===== src/dbdr_pkg.sv =====
`default_nettype none
// ----------------------------------------------------------------------------
// dbdr_pkg
// Shared types, codes, reset values and the debounce step for the dual
// button debounce and request block.
// ----------------------------------------------------------------------------
package dbdr_pkg;

    localparam int RUN_W   = 8;
    localparam int HOLD_W  = 16;
    localparam int COOL_W  = 16;
    localparam int DEB_W   = 8;

    localparam int ACTION_W   = 2;
    localparam int IN_BITS    = ACTION_W + 2;
    localparam int OUT_BITS   = 7;
    localparam int IN_DATA_W  = ((IN_BITS + 7) / 8) * 8;
    localparam int OUT_DATA_W = ((OUT_BITS + 7) / 8) * 8;
    localparam int CFG_IDX_W  = 2;
    localparam int CFG_DATA_W = 16;

    // Item kinds.
    localparam logic [ACTION_W-1:0] ACT_POLL    = 2'd0;
    localparam logic [ACTION_W-1:0] ACT_ARM     = 2'd1;
    localparam logic [ACTION_W-1:0] ACT_DISARM  = 2'd2;
    localparam logic [ACTION_W-1:0] ACT_CLEAR   = 2'd3;

    // Configuration register indexes.
    localparam logic [CFG_IDX_W-1:0] REG_DEBOUNCE_COUNT = 2'd0;
    localparam logic [CFG_IDX_W-1:0] REG_HOLD_POLLS     = 2'd1;
    localparam logic [CFG_IDX_W-1:0] REG_COOLDOWN_POLLS = 2'd2;
    localparam logic [CFG_IDX_W-1:0] REG_BUTTON_A_PRES  = 2'd3;

    // Reset values of the configuration registers.
    localparam logic [DEB_W-1:0]  RST_DEBOUNCE_COUNT = 8'd3;
    localparam logic [HOLD_W-1:0] RST_HOLD_POLLS     = 16'd200;
    localparam logic [COOL_W-1:0] RST_COOLDOWN_POLLS = 16'd500;

    localparam logic [RUN_W-1:0] RUN_MAX = {RUN_W{1'b1}};

    typedef struct packed {
        logic             stable;
        logic             last;
        logic [RUN_W-1:0] run;
        logic             changed;
    } t_deb;

    // One debounce step: count equal samples, saturating, and move the stable
    // state once the run has reached the configured count.
    function automatic t_deb deb_step(input logic             sample,
                                      input logic             stable,
                                      input logic             last,
                                      input logic [RUN_W-1:0] run,
                                      input logic [DEB_W-1:0] count);
        t_deb res;
        res.last = sample;
        if (sample == last) begin
            res.run = (run == RUN_MAX) ? run : run + 1'b1;
        end else begin
            res.run = {{(RUN_W-1){1'b0}}, 1'b1};
        end
        res.changed = (res.run >= count) && (res.last != stable);
        res.stable  = res.changed ? res.last : stable;
        return res;
    endfunction

endpackage
`default_nettype wire


===== src/dual_button_debounce_request_logic_top.sv =====
`default_nettype none
// ----------------------------------------------------------------------------
// dual_button_debounce_request_logic_top
// Debounces two active-low buttons and keeps sticky upload, cancel and format
// requests with an arm flag and a post-disarm cooldown.
// ----------------------------------------------------------------------------
//  Channel   Direction  Contents
//  s_axis    in         tdata[1:0] action, [2] level_a, [3] level_b
//  m_axis    out        tdata[0] a_pressed ... [6] cooldown_active
//  cfg       in         index 0..3 and 16-bit data, always ready
//
//  Every transaction gives one result: the accepting edge loads the input
//  register, and the state is updated into the result register once that
//  register is free. A new item is accepted every cycle while results are
//  taken. The result register stalls the input register when not taken, and
//  the input side stalls only when both are full. Reset is synchronous and
//  returns all state and configuration to their defaults.
// ----------------------------------------------------------------------------
module dual_button_debounce_request_logic_top (
    input  wire                                i_clk,
    input  wire                                i_rst_n,
    input  wire                                i_s_axis_tvalid,
    output logic                               o_s_axis_tready,
    // [1:0] action, [2] level_a, [3] level_b, upper bits zero
    input  wire  [dbdr_pkg::IN_DATA_W-1:0]     i_s_axis_tdata,
    output logic                               o_m_axis_tvalid,
    input  wire                                i_m_axis_tready,
    // [0] a_pressed, [1] b_pressed, [2] upload_request, [3] cancel_request,
    // [4] format_request, [5] armed, [6] cooldown_active, [7] zero
    output logic [dbdr_pkg::OUT_DATA_W-1:0]    o_m_axis_tdata,
    input  wire                                i_cfg_valid,
    output logic                               o_cfg_ready,
    input  wire  [dbdr_pkg::CFG_IDX_W-1:0]     i_cfg_index,
    input  wire  [dbdr_pkg::CFG_DATA_W-1:0]    i_cfg_data
);

    // Configuration.
    logic [dbdr_pkg::DEB_W-1:0]  r_deb_count;
    logic [dbdr_pkg::HOLD_W-1:0] r_hold_polls;
    logic [dbdr_pkg::COOL_W-1:0] r_cool_polls;
    logic                        r_a_present;

    // Input register.
    logic                           r_in_valid;
    logic [dbdr_pkg::ACTION_W-1:0]  r_in_action;
    logic                           r_in_level_a;
    logic                           r_in_level_b;

    // Block state.
    logic                        r_a_stable, r_a_last;
    logic [dbdr_pkg::RUN_W-1:0]  r_a_run;
    logic                        r_b_stable, r_b_last;
    logic [dbdr_pkg::RUN_W-1:0]  r_b_run;
    logic [dbdr_pkg::HOLD_W-1:0] r_hold;
    logic                        r_armed, r_cancel, r_upload, r_format;
    logic [dbdr_pkg::COOL_W-1:0] r_cool;

    logic                        n_a_stable, n_a_last;
    logic [dbdr_pkg::RUN_W-1:0]  n_a_run;
    logic                        n_b_stable, n_b_last;
    logic [dbdr_pkg::RUN_W-1:0]  n_b_run;
    logic [dbdr_pkg::HOLD_W-1:0] n_hold;
    logic                        n_armed, n_cancel, n_upload, n_format;
    logic [dbdr_pkg::COOL_W-1:0] n_cool;

    // Result register.
    logic                        r_out_valid;
    logic [dbdr_pkg::OUT_BITS-1:0] r_out_data;
    logic [dbdr_pkg::OUT_BITS-1:0] n_out_data;

    logic w_out_free;
    logic w_adv;
    logic w_in_take;
    logic w_cfg_take;

    dbdr_pkg::t_deb w_deb_a, w_deb_b;
    logic [dbdr_pkg::HOLD_W-1:0] w_hold_inc;

    assign w_out_free      = !r_out_valid || i_m_axis_tready;
    assign w_adv           = r_in_valid && w_out_free;
    assign o_s_axis_tready = !r_in_valid || w_out_free;
    assign w_in_take       = i_s_axis_tvalid && o_s_axis_tready;
    assign o_cfg_ready     = 1'b1;
    assign w_cfg_take      = i_cfg_valid && o_cfg_ready;

    assign o_m_axis_tvalid = r_out_valid;
    assign o_m_axis_tdata  = {{(dbdr_pkg::OUT_DATA_W - dbdr_pkg::OUT_BITS){1'b0}}, r_out_data};

    assign w_deb_a = dbdr_pkg::deb_step(r_in_level_a, r_a_stable, r_a_last, r_a_run,
                                        r_deb_count);
    assign w_deb_b = dbdr_pkg::deb_step(r_in_level_b, r_b_stable, r_b_last, r_b_run,
                                        r_deb_count);
    assign w_hold_inc = r_hold + 1'b1;

    always_comb begin
        n_a_stable = r_a_stable;
        n_a_last   = r_a_last;
        n_a_run    = r_a_run;
        n_b_stable = r_b_stable;
        n_b_last   = r_b_last;
        n_b_run    = r_b_run;
        n_hold     = r_hold;
        n_armed    = r_armed;
        n_cancel   = r_cancel;
        n_upload   = r_upload;
        n_format   = r_format;
        n_cool     = r_cool;
        case (r_in_action)
            dbdr_pkg::ACT_POLL: begin
                if (r_a_present) begin
                    n_a_stable = w_deb_a.stable;
                    n_a_last   = w_deb_a.last;
                    n_a_run    = w_deb_a.run;
                    // A release counts only when no cooldown was running.
                    if (w_deb_a.changed && w_deb_a.stable && (r_cool == '0)) begin
                        if (r_armed) begin
                            n_cancel = 1'b1;
                        end else begin
                            n_upload = 1'b1;
                        end
                    end
                end
                n_b_stable = w_deb_b.stable;
                n_b_last   = w_deb_b.last;
                n_b_run    = w_deb_b.run;
                if (!w_deb_b.stable) begin
                    if (w_hold_inc >= r_hold_polls) begin
                        n_format = 1'b1;
                        n_hold   = '0;
                    end else begin
                        n_hold = w_hold_inc;
                    end
                end else begin
                    n_hold = '0;
                end
                if (r_cool != '0) begin
                    n_cool = r_cool - 1'b1;
                end
            end
            dbdr_pkg::ACT_ARM: begin
                n_armed  = 1'b1;
                n_cancel = 1'b0;
            end
            dbdr_pkg::ACT_DISARM: begin
                n_armed  = 1'b0;
                n_cancel = 1'b0;
                n_upload = 1'b0;
                n_cool   = r_cool_polls;
            end
            dbdr_pkg::ACT_CLEAR: begin
                n_upload = 1'b0;
                n_cancel = 1'b0;
                n_format = 1'b0;
            end
            default: begin
                n_upload = r_upload;
            end
        endcase
        n_out_data = {(n_cool != '0), n_armed, n_format, n_cancel, n_upload,
                      !n_b_stable, r_a_present && !n_a_stable};
    end

    always_ff @(posedge i_clk) begin
        if (!i_rst_n) begin
            r_deb_count  <= dbdr_pkg::RST_DEBOUNCE_COUNT;
            r_hold_polls <= dbdr_pkg::RST_HOLD_POLLS;
            r_cool_polls <= dbdr_pkg::RST_COOLDOWN_POLLS;
            r_a_present  <= 1'b1;
        end else if (w_cfg_take) begin
            case (i_cfg_index)
                dbdr_pkg::REG_DEBOUNCE_COUNT: r_deb_count  <= i_cfg_data[dbdr_pkg::DEB_W-1:0];
                dbdr_pkg::REG_HOLD_POLLS:     r_hold_polls <= i_cfg_data;
                dbdr_pkg::REG_COOLDOWN_POLLS: r_cool_polls <= i_cfg_data;
                dbdr_pkg::REG_BUTTON_A_PRES:  r_a_present  <= i_cfg_data[0];
                default:                      r_a_present  <= r_a_present;
            endcase
        end
    end

    always_ff @(posedge i_clk) begin
        if (!i_rst_n) begin
            r_in_valid <= 1'b0;
        end else if (w_in_take) begin
            r_in_valid <= 1'b1;
        end else if (w_adv) begin
            r_in_valid <= 1'b0;
        end
    end

    always_ff @(posedge i_clk) begin
        if (w_in_take) begin
            r_in_action  <= i_s_axis_tdata[dbdr_pkg::ACTION_W-1:0];
            r_in_level_a <= i_s_axis_tdata[dbdr_pkg::ACTION_W];
            r_in_level_b <= i_s_axis_tdata[dbdr_pkg::ACTION_W+1];
        end
    end

    always_ff @(posedge i_clk) begin
        if (!i_rst_n) begin
            r_a_stable <= 1'b1;
            r_a_last   <= 1'b1;
            r_a_run    <= '0;
            r_b_stable <= 1'b1;
            r_b_last   <= 1'b1;
            r_b_run    <= '0;
            r_hold     <= '0;
            r_armed    <= 1'b0;
            r_cancel   <= 1'b0;
            r_upload   <= 1'b0;
            r_format   <= 1'b0;
            r_cool     <= '0;
        end else if (w_adv) begin
            r_a_stable <= n_a_stable;
            r_a_last   <= n_a_last;
            r_a_run    <= n_a_run;
            r_b_stable <= n_b_stable;
            r_b_last   <= n_b_last;
            r_b_run    <= n_b_run;
            r_hold     <= n_hold;
            r_armed    <= n_armed;
            r_cancel   <= n_cancel;
            r_upload   <= n_upload;
            r_format   <= n_format;
            r_cool     <= n_cool;
        end
    end

    always_ff @(posedge i_clk) begin
        if (!i_rst_n) begin
            r_out_valid <= 1'b0;
        end else if (w_adv) begin
            r_out_valid <= 1'b1;
        end else if (i_m_axis_tready) begin
            r_out_valid <= 1'b0;
        end
    end

    always_ff @(posedge i_clk) begin
        if (w_adv) begin
            r_out_data <= n_out_data;
        end
    end

    // The state moves only when a transaction passes into the result register.
    a_state_hold: assert property (@(posedge i_clk) disable iff (!i_rst_n)
        !w_adv |=> $stable({r_a_stable, r_a_last, r_a_run, r_b_stable, r_b_last,
                            r_b_run, r_hold, r_armed, r_cancel, r_upload,
                            r_format, r_cool}))
        else $error("state changed without a transaction");

    // A cancel request can only exist while cancel mode is armed.
    a_cancel_armed: assert property (@(posedge i_clk) disable iff (!i_rst_n)
        r_cancel |-> r_armed)
        else $error("cancel request without arm");

    // A format request only appears from a poll.
    a_format_poll: assert property (@(posedge i_clk) disable iff (!i_rst_n)
        $rose(r_format) |-> $past(w_adv && (r_in_action == dbdr_pkg::ACT_POLL)))
        else $error("format request raised outside a poll");

    // A held result is never overwritten by a new one.
    a_no_overrun: assert property (@(posedge i_clk) disable iff (!i_rst_n)
        (r_out_valid && !i_m_axis_tready) |-> !w_adv)
        else $error("result register overrun");

endmodule
`default_nettype wire

===== config.mk =====
export PLATFORM = sky130hd
export DESIGN_NAME = dual_button_debounce_request_logic_top
export DESIGN_NICKNAME = d
export VERILOG_FILES = /design/src/dbdr_pkg.sv /design/src/dual_button_debounce_request_logic_top.sv
export SDC_FILE = /design/constraint.sdc
export NUM_CORES = 1
export LEC_CHECK = 0
export BUFFER_PORTS_ARGS = -buffer_cell sky130_fd_sc_hd__buf_4
export CAP_MARGIN = 15
export CORE_MARGIN = 2
export CORE_UTILIZATION = 61
export DETAILED_ROUTE_END_ITERATION = 16
export PLACE_DENSITY = 0.9
export SKIP_LAST_GASP = 1
export SYNTH_ARGS = -nofsm -noshare
export SYNTH_HDL_FRONTEND = slang
export SYNTH_SLANG_ARGS = --single-unit

===== constraint.sdc =====
create_clock -name i_clk -period 4.7 [get_ports i_clk]
set_input_delay 0.705 -clock i_clk [delete_from_list [all_inputs] [get_ports i_clk]]
set_output_delay 0.705 -clock i_clk [all_outputs]
set_load 0.01 [all_outputs]

* Word-level counts from Yosys, hierarchy flattened *
Index checks and enable logic that the tools add are counted.

word-level totals
  register bits after elaboration = 110
  bits in latches = 0
  bits in writable memories = 0
  bits in read-only memories = 0
  input bits = 31
  output and inout port bits = 11
  word-level logic and storage cells = 98
  memories = 0

cells by class
  add/sub/neg operators = 4
  multipliers = 0
  divide/modulo/power cells = 0
  magnitude comparators = 3
  equal/unequal tests = 12
  shift-type cells = 0
  muxes and demuxes = 29
  bitwise gates (word level) = 0
  reduce and logical (&&, ||, !) cells = 28

operators by type and width
  operator                                                               number
  16-bit 2-to-1 mux                                                      3
  8-bit 2-to-1 mux                                                       4
  16-bit case mux with 2 select lines                                    1
  16-bit nonzero test                                                    2
  1-bit 2-to-1 mux                                                       17
  16-bit by 1-bit adder with 16-bit output (second input constant)       1
  8-bit by 1-bit adder with 8-bit output (second input constant)         2
  8-bit == test (second input constant)                                  2
  16-bit >= comparator                                                   1
  8-bit >= comparator                                                    2
  16-bit zero test                                                       1
  16-bit by 1-bit subtractor with 16-bit output (second input constant)  1
  2-bit AND reduction                                                    5
  2-bit == test (second input constant)                                  4
  1-bit case mux with 2 select lines                                     4
  1-bit logical AND                                                      7
  2-bit by 1-bit == test with 1-bit output (second input constant)       2
  1-bit zero test                                                        4
  2-bit zero test                                                        2
  2-bit nonzero test                                                     2
  3-bit AND reduction                                                    1
  3-bit OR reduction                                                     1
  1-bit == test                                                          2
  1-bit logical OR                                                       2
  other kinds (2)                                                        3

* Depth between registers and ports, before layout *
  depth after elaboration = 11
  mapped depth = 15
  mapped depth without buffers = 14

* Worst setup path before layout *
No wires, ideal clock.

  kind = register to register
  start = reg r_b_run[0] (netlist name)
  end = reg r_hold[2] (netlist name)
  setup time = 0.114 ns
  arrival time = 3.282 ns
  data required time = 4.586 ns
  setup slack = 1.304 ns
  cell stages (with the launch flop) = 15
  path buffers = 1
  period minus slack after synthesis = 3.396 ns
  cells stage by stage = dfxtp_1 -> ha_1 -> and3_1 -> nand4_1 -> xor2_1 -> nor2_1 -> ha_1 -> nand2b_1 -> a2111o_1 -> and3b_1 -> o31ai_1 -> nand4bb_1 -> clkbuf_1 -> a21oi_1 -> a21o_1

between the ends
  word-level cells in the longest chain between the ends = 7
  elaborated cells on any way between the ends = 8
  classes of those cells = 1 x add/sub; 1 x order compare; 1 x eq/ne; 4 x mux; 1 x reduce/logical

ends and longest elaborated chain
  item                                                                            line                                           text
  from (decl)                                                                     dual_button_debounce_request_logic_top.sv:53   logic [dbdr_pkg::RUN_W-1:0] r_b_run;
  from (signal assigned)                                                          dual_button_debounce_request_logic_top.sv:218  r_b_run <= n_b_run;
  8-bit by 1-bit adder with 8-bit output / 8-bit == test (equally long branches)  dbdr_pkg.sv:58                                 res.run = (run == RUN_MAX) ? run : run + 1'b1;
  8-bit 2-to-1 mux (*)                                                            dbdr_pkg.sv:58
  8-bit 2-to-1 mux (*)                                                            dbdr_pkg.sv:57                                 if (sample == last) begin
  8-bit >= comparator (*)                                                         dbdr_pkg.sv:62                                 res.changed = (res.run >= count) && (res.last != stable);
  1-bit logical AND (*)                                                           dbdr_pkg.sv:62
  1-bit 2-to-1 mux (*)                                                            dbdr_pkg.sv:63                                 res.stable = res.changed ? res.last : stable;
  16-bit 2-to-1 mux (*)                                                           dual_button_debounce_request_logic_top.sv:126  if (!w_deb_b.stable) begin
  to (signal assigned)                                                            dual_button_debounce_request_logic_top.sv:219  r_hold <= n_hold;
  to (decl)                                                                       dual_button_debounce_request_logic_top.sv:54   logic [dbdr_pkg::HOLD_W-1:0] r_hold;

Every way passes the cells marked *; elsewhere a longest branch is shown, timed or not.
A chain may end at the register's enable or synchronous reset.

* Final worst setup path *
  start = reg r_b_run[0] (netlist name)
  end = reg r_hold[9] (netlist name)

The elaborated chain is that of the path after synthesis.

==> impl_results.md <==
- Total gr overflow: 0
- Detailed-route wire length per cell: 16.3 um
- Initial Utilization: 62.5%
- Slew headroom: 31.2%
- HP Class: reg2reg
- Synth Flop Type: dfxtp_1
- Final instance area: 6590 sq um
- R2R Path End: r_hold[9]$_SDFFE_PN0P_
- Most frequent cells after synthesis: 158 x nand2_1, 99 x dfxtp_1, 71 x nor2_1, 69 x a21oi_1, 40 x ha_1
- Worst slew pin tran: 1.03 ns
- Synth area leader: dfxtp_1
- Worst reg-to-reg path cell count: 13
- Vias in the first global route: 5344
- FP Rows: 36
- # diodes: 0
- Hold Vio Cnt, Final: 0
- Uppermost layer routed: met4
- Wirelength, routed: 15000 um
- Setup TNS: 0 ns
- Clk Tree Root Cell: clkbuf_8
- Synth-to-layout area growth: 8.87%
- Reg-to-Reg Start: r_b_run[0]$_SDFFE_PN0P_
- Post-DP HPWL: 10800 um
- Clock buffer count from CTS: 9
- H-tree Lvls: 3
- CTS clk-pin slew, worst paths: 0.11 ns
- EDFF count, synth: 11
- Worst-case clock buffer depth: 2
- Max FO, Critical Path: 16
- CTS sink cnt: 110
- Crit path from: r_b_run[0]$_SDFFE_PN0P_
- Startpoint Class: flip-flop
- Post-CTS sizing: 0
- DRC viols: 0
- TritonCTS clock tree: built
- Post-synthesis cell area: 6050 sq um
- Seq/Total Area, Yosys: 38.2%
- Syn. warnings: 0
- R2R Setup Slk: 0.56 ns
- Power, Total: 1860 uW
- Final max-slew violation count: 0
- Avg Vias per Cell: 6.13
- Input/output buffers: 35
- NumNets Final: 854
- DR vias: 5642
- Post-synthesis async set-or-reset flop share: 0%
- Die W: 104 um
- Netlist cell types: 74
- Ports: 42
- Share of Yosys cell area claimed by the top area cell type: 32.7%
- DR WL met3: 1130 um
- Drt first pass iters: 5
- RSZ-0062 raised after global routing: no
- First-pass GRT wire length: 25200 um
- CP required: 5.00 ns
- Placed cell areas: 6380 sq um
- Largest net degree at the start of global routing: 58
- Hold_ws: 0.458 ns
- Die H: 104 um
- PwrDens: 283 nW/um^2
- WL met1: 6090 um
- Ranking of synthesized cells by area: dfxtp_1 33%, nand2_1 9.8%, ha_1 8.3%
- Die ar.: 10700 sq um
- Final setup vio count: 0
- Status: completed
- Antenna Violating Nets Remaining: 0
- Post-CTS Setup Inserts: 0
- Clock latency on the worst-skew pair: 0.40 ns
- FMAX: 241 MHz
- Fillers: 783
- Most common cell in the synthesized netlist: nand2_1
- Data arrival, critical path: 4.45 ns
- Placeable Area: 9680 sq um
- Static Leak: 0.00269 uW
- Share of layout cells above drive strength 1: 10.2%
- Fin util: 68.0%
- WHS Path Cells: 2
- Clk_skew: 0.0170 ns
- Max rail drop VDD: 0.000178 V
- Total GRT Usage: 28.4%
- Mean Syn Cell Area: 7.95 sq um
- GP Congestion: 0.885
- Endpoint class of the critical path: flip-flop
- Hold Buf Count CTS: 0
- Kind of critical path: reg2reg
- Syn Nets: 832
- DR iter-0 viols: 322
- Period utilisation layout: 88.2%
- Synth Register Bits: 110
- Post-synthesis cell count: 761
- Max cap viols: 0
- Crit path capture: r_hold[9]$_SDFFE_PN0P_
- Final worst path period need: 4.14 ns
- Met2 wire length: 7330 um
- Initial antenna violation count: 0
metrics by stage:
stage	setup slack, ns	instances
2_1_floorplan	1.30	761
3_3_place_gp	0.835	905
3_5_place_dp	0.666	905
4_1_cts	0.650	921
6_report	0.557	921
5_1_grt	0.310	921
cells in the final DEF (no fill, tap or decap), drive strengths merged, types with 11 or more instances in the layout:
| cell type | count |
|---|---|
| o21ai | 25 |
| nand2 | 158 |
| a21oi | 69 |
| inv | 43 |
| xor2 | 12 |
| nand2b | 17 |
| nand3 | 25 |
| a211oi | 19 |
| buf | 41 |
| ha | 40 |
| dfxtp | 99 |
| edfxtp | 11 |
| nor2 | 71 |
| o211ai | 11 |
| nand4 | 16 |
critical path, cell delays in order (launching register included):
cell and delay [ns]:
dfxtp_1 0.43, ha_1 0.21, and3_1 0.26, nand4_1 0.30
xor2_1 0.24, nor2_1 0.18, ha_1 0.27, nand2b_1 0.14
a2111o_1 0.42, and3b_1 0.17, o31ai_1 0.58, nand4bb_1 0.59
a21oi_1 0.08, a21o_1 0.18
metal layers:
metal	vias to the layer above	track usage (%)
met5	-	0
met3	43	6.67
met4	0	9.17
met2	256	48.8
met1	2637	35.3
li1	2706	-
cell families after synthesis:
family,share of synthesized area [%]
xor+xnor,2.89
mux,1.34
flops,38.2
fa+ha+maj,8.27
buf+inv,4.71
other cells,0.124
compound gates,17.9
simple gates,26.6
layout make-up:
cell class / instances / area, sq um / share of cell area, %
multi-input combinational: 583 / 3460 / 52.4
clock inverter: 7 / 81.3 / 1.23
tap: 133 / 166 / 2.53
inverter: 38 / 143 / 2.16
timing repair buffer: 41 / 308 / 4.67
clock buffer: 9 / 124 / 1.88
sequential: 110 / 2310 / 35.1
power by group:
| part | internal (uW) | switching, uW |
|---|---|---|
| clock network | 218 | 376 |
| logic | 100 | 163 |
| registers | 977 | 29.5 |
| total | 1290 | 568 |
how the worst min path moves through the flow:
stage,from,endpoint,slack [ns]
CTS,r_hold[13]$_SDFFE_PN0P_,r_hold[13]$_SDFFE_PN0P_,0.46
global route,i_s_axis_tdata[0],r_in_action[0]$_DFFE_PP_,0.47
detailed placement,r_hold[13]$_SDFFE_PN0P_,r_hold[13]$_SDFFE_PN0P_,0.44
finish,r_hold[13]$_SDFFE_PN0P_,r_hold[13]$_SDFFE_PN0P_,0.46
floorplan,r_hold[13]$_SDFFE_PN0P_,r_hold[13]$_SDFFE_PN0P_,0.42
global placement,r_hold[13]$_SDFFE_PN0P_,r_hold[13]$_SDFFE_PN0P_,0.43
state kept, by name, indices dropped and copies added, names as in the netlist:
| register | count |
|---|---|
| r_cool | 16 |
| r_cool_polls | 16 |
| r_hold | 16 |
| r_hold_polls | 16 |
| r_a_run | 8 |
| r_b_run | 8 |
| r_deb_count | 8 |
| r_out_data | 7 |
| r_in_action | 2 |
| o_m_axis_tvalid | 1 |
| r_a_last | 1 |
| r_a_present | 1 |
| r_a_stable | 1 |
| r_armed | 1 |
| r_b_last | 1 |
| r_b_stable | 1 |
| r_cancel | 1 |
| r_format | 1 |
| r_in_level_a | 1 |
| r_in_level_b | 1 |
| r_in_valid | 1 |
| r_upload | 1 |
(Power assumes the default switching activity.)
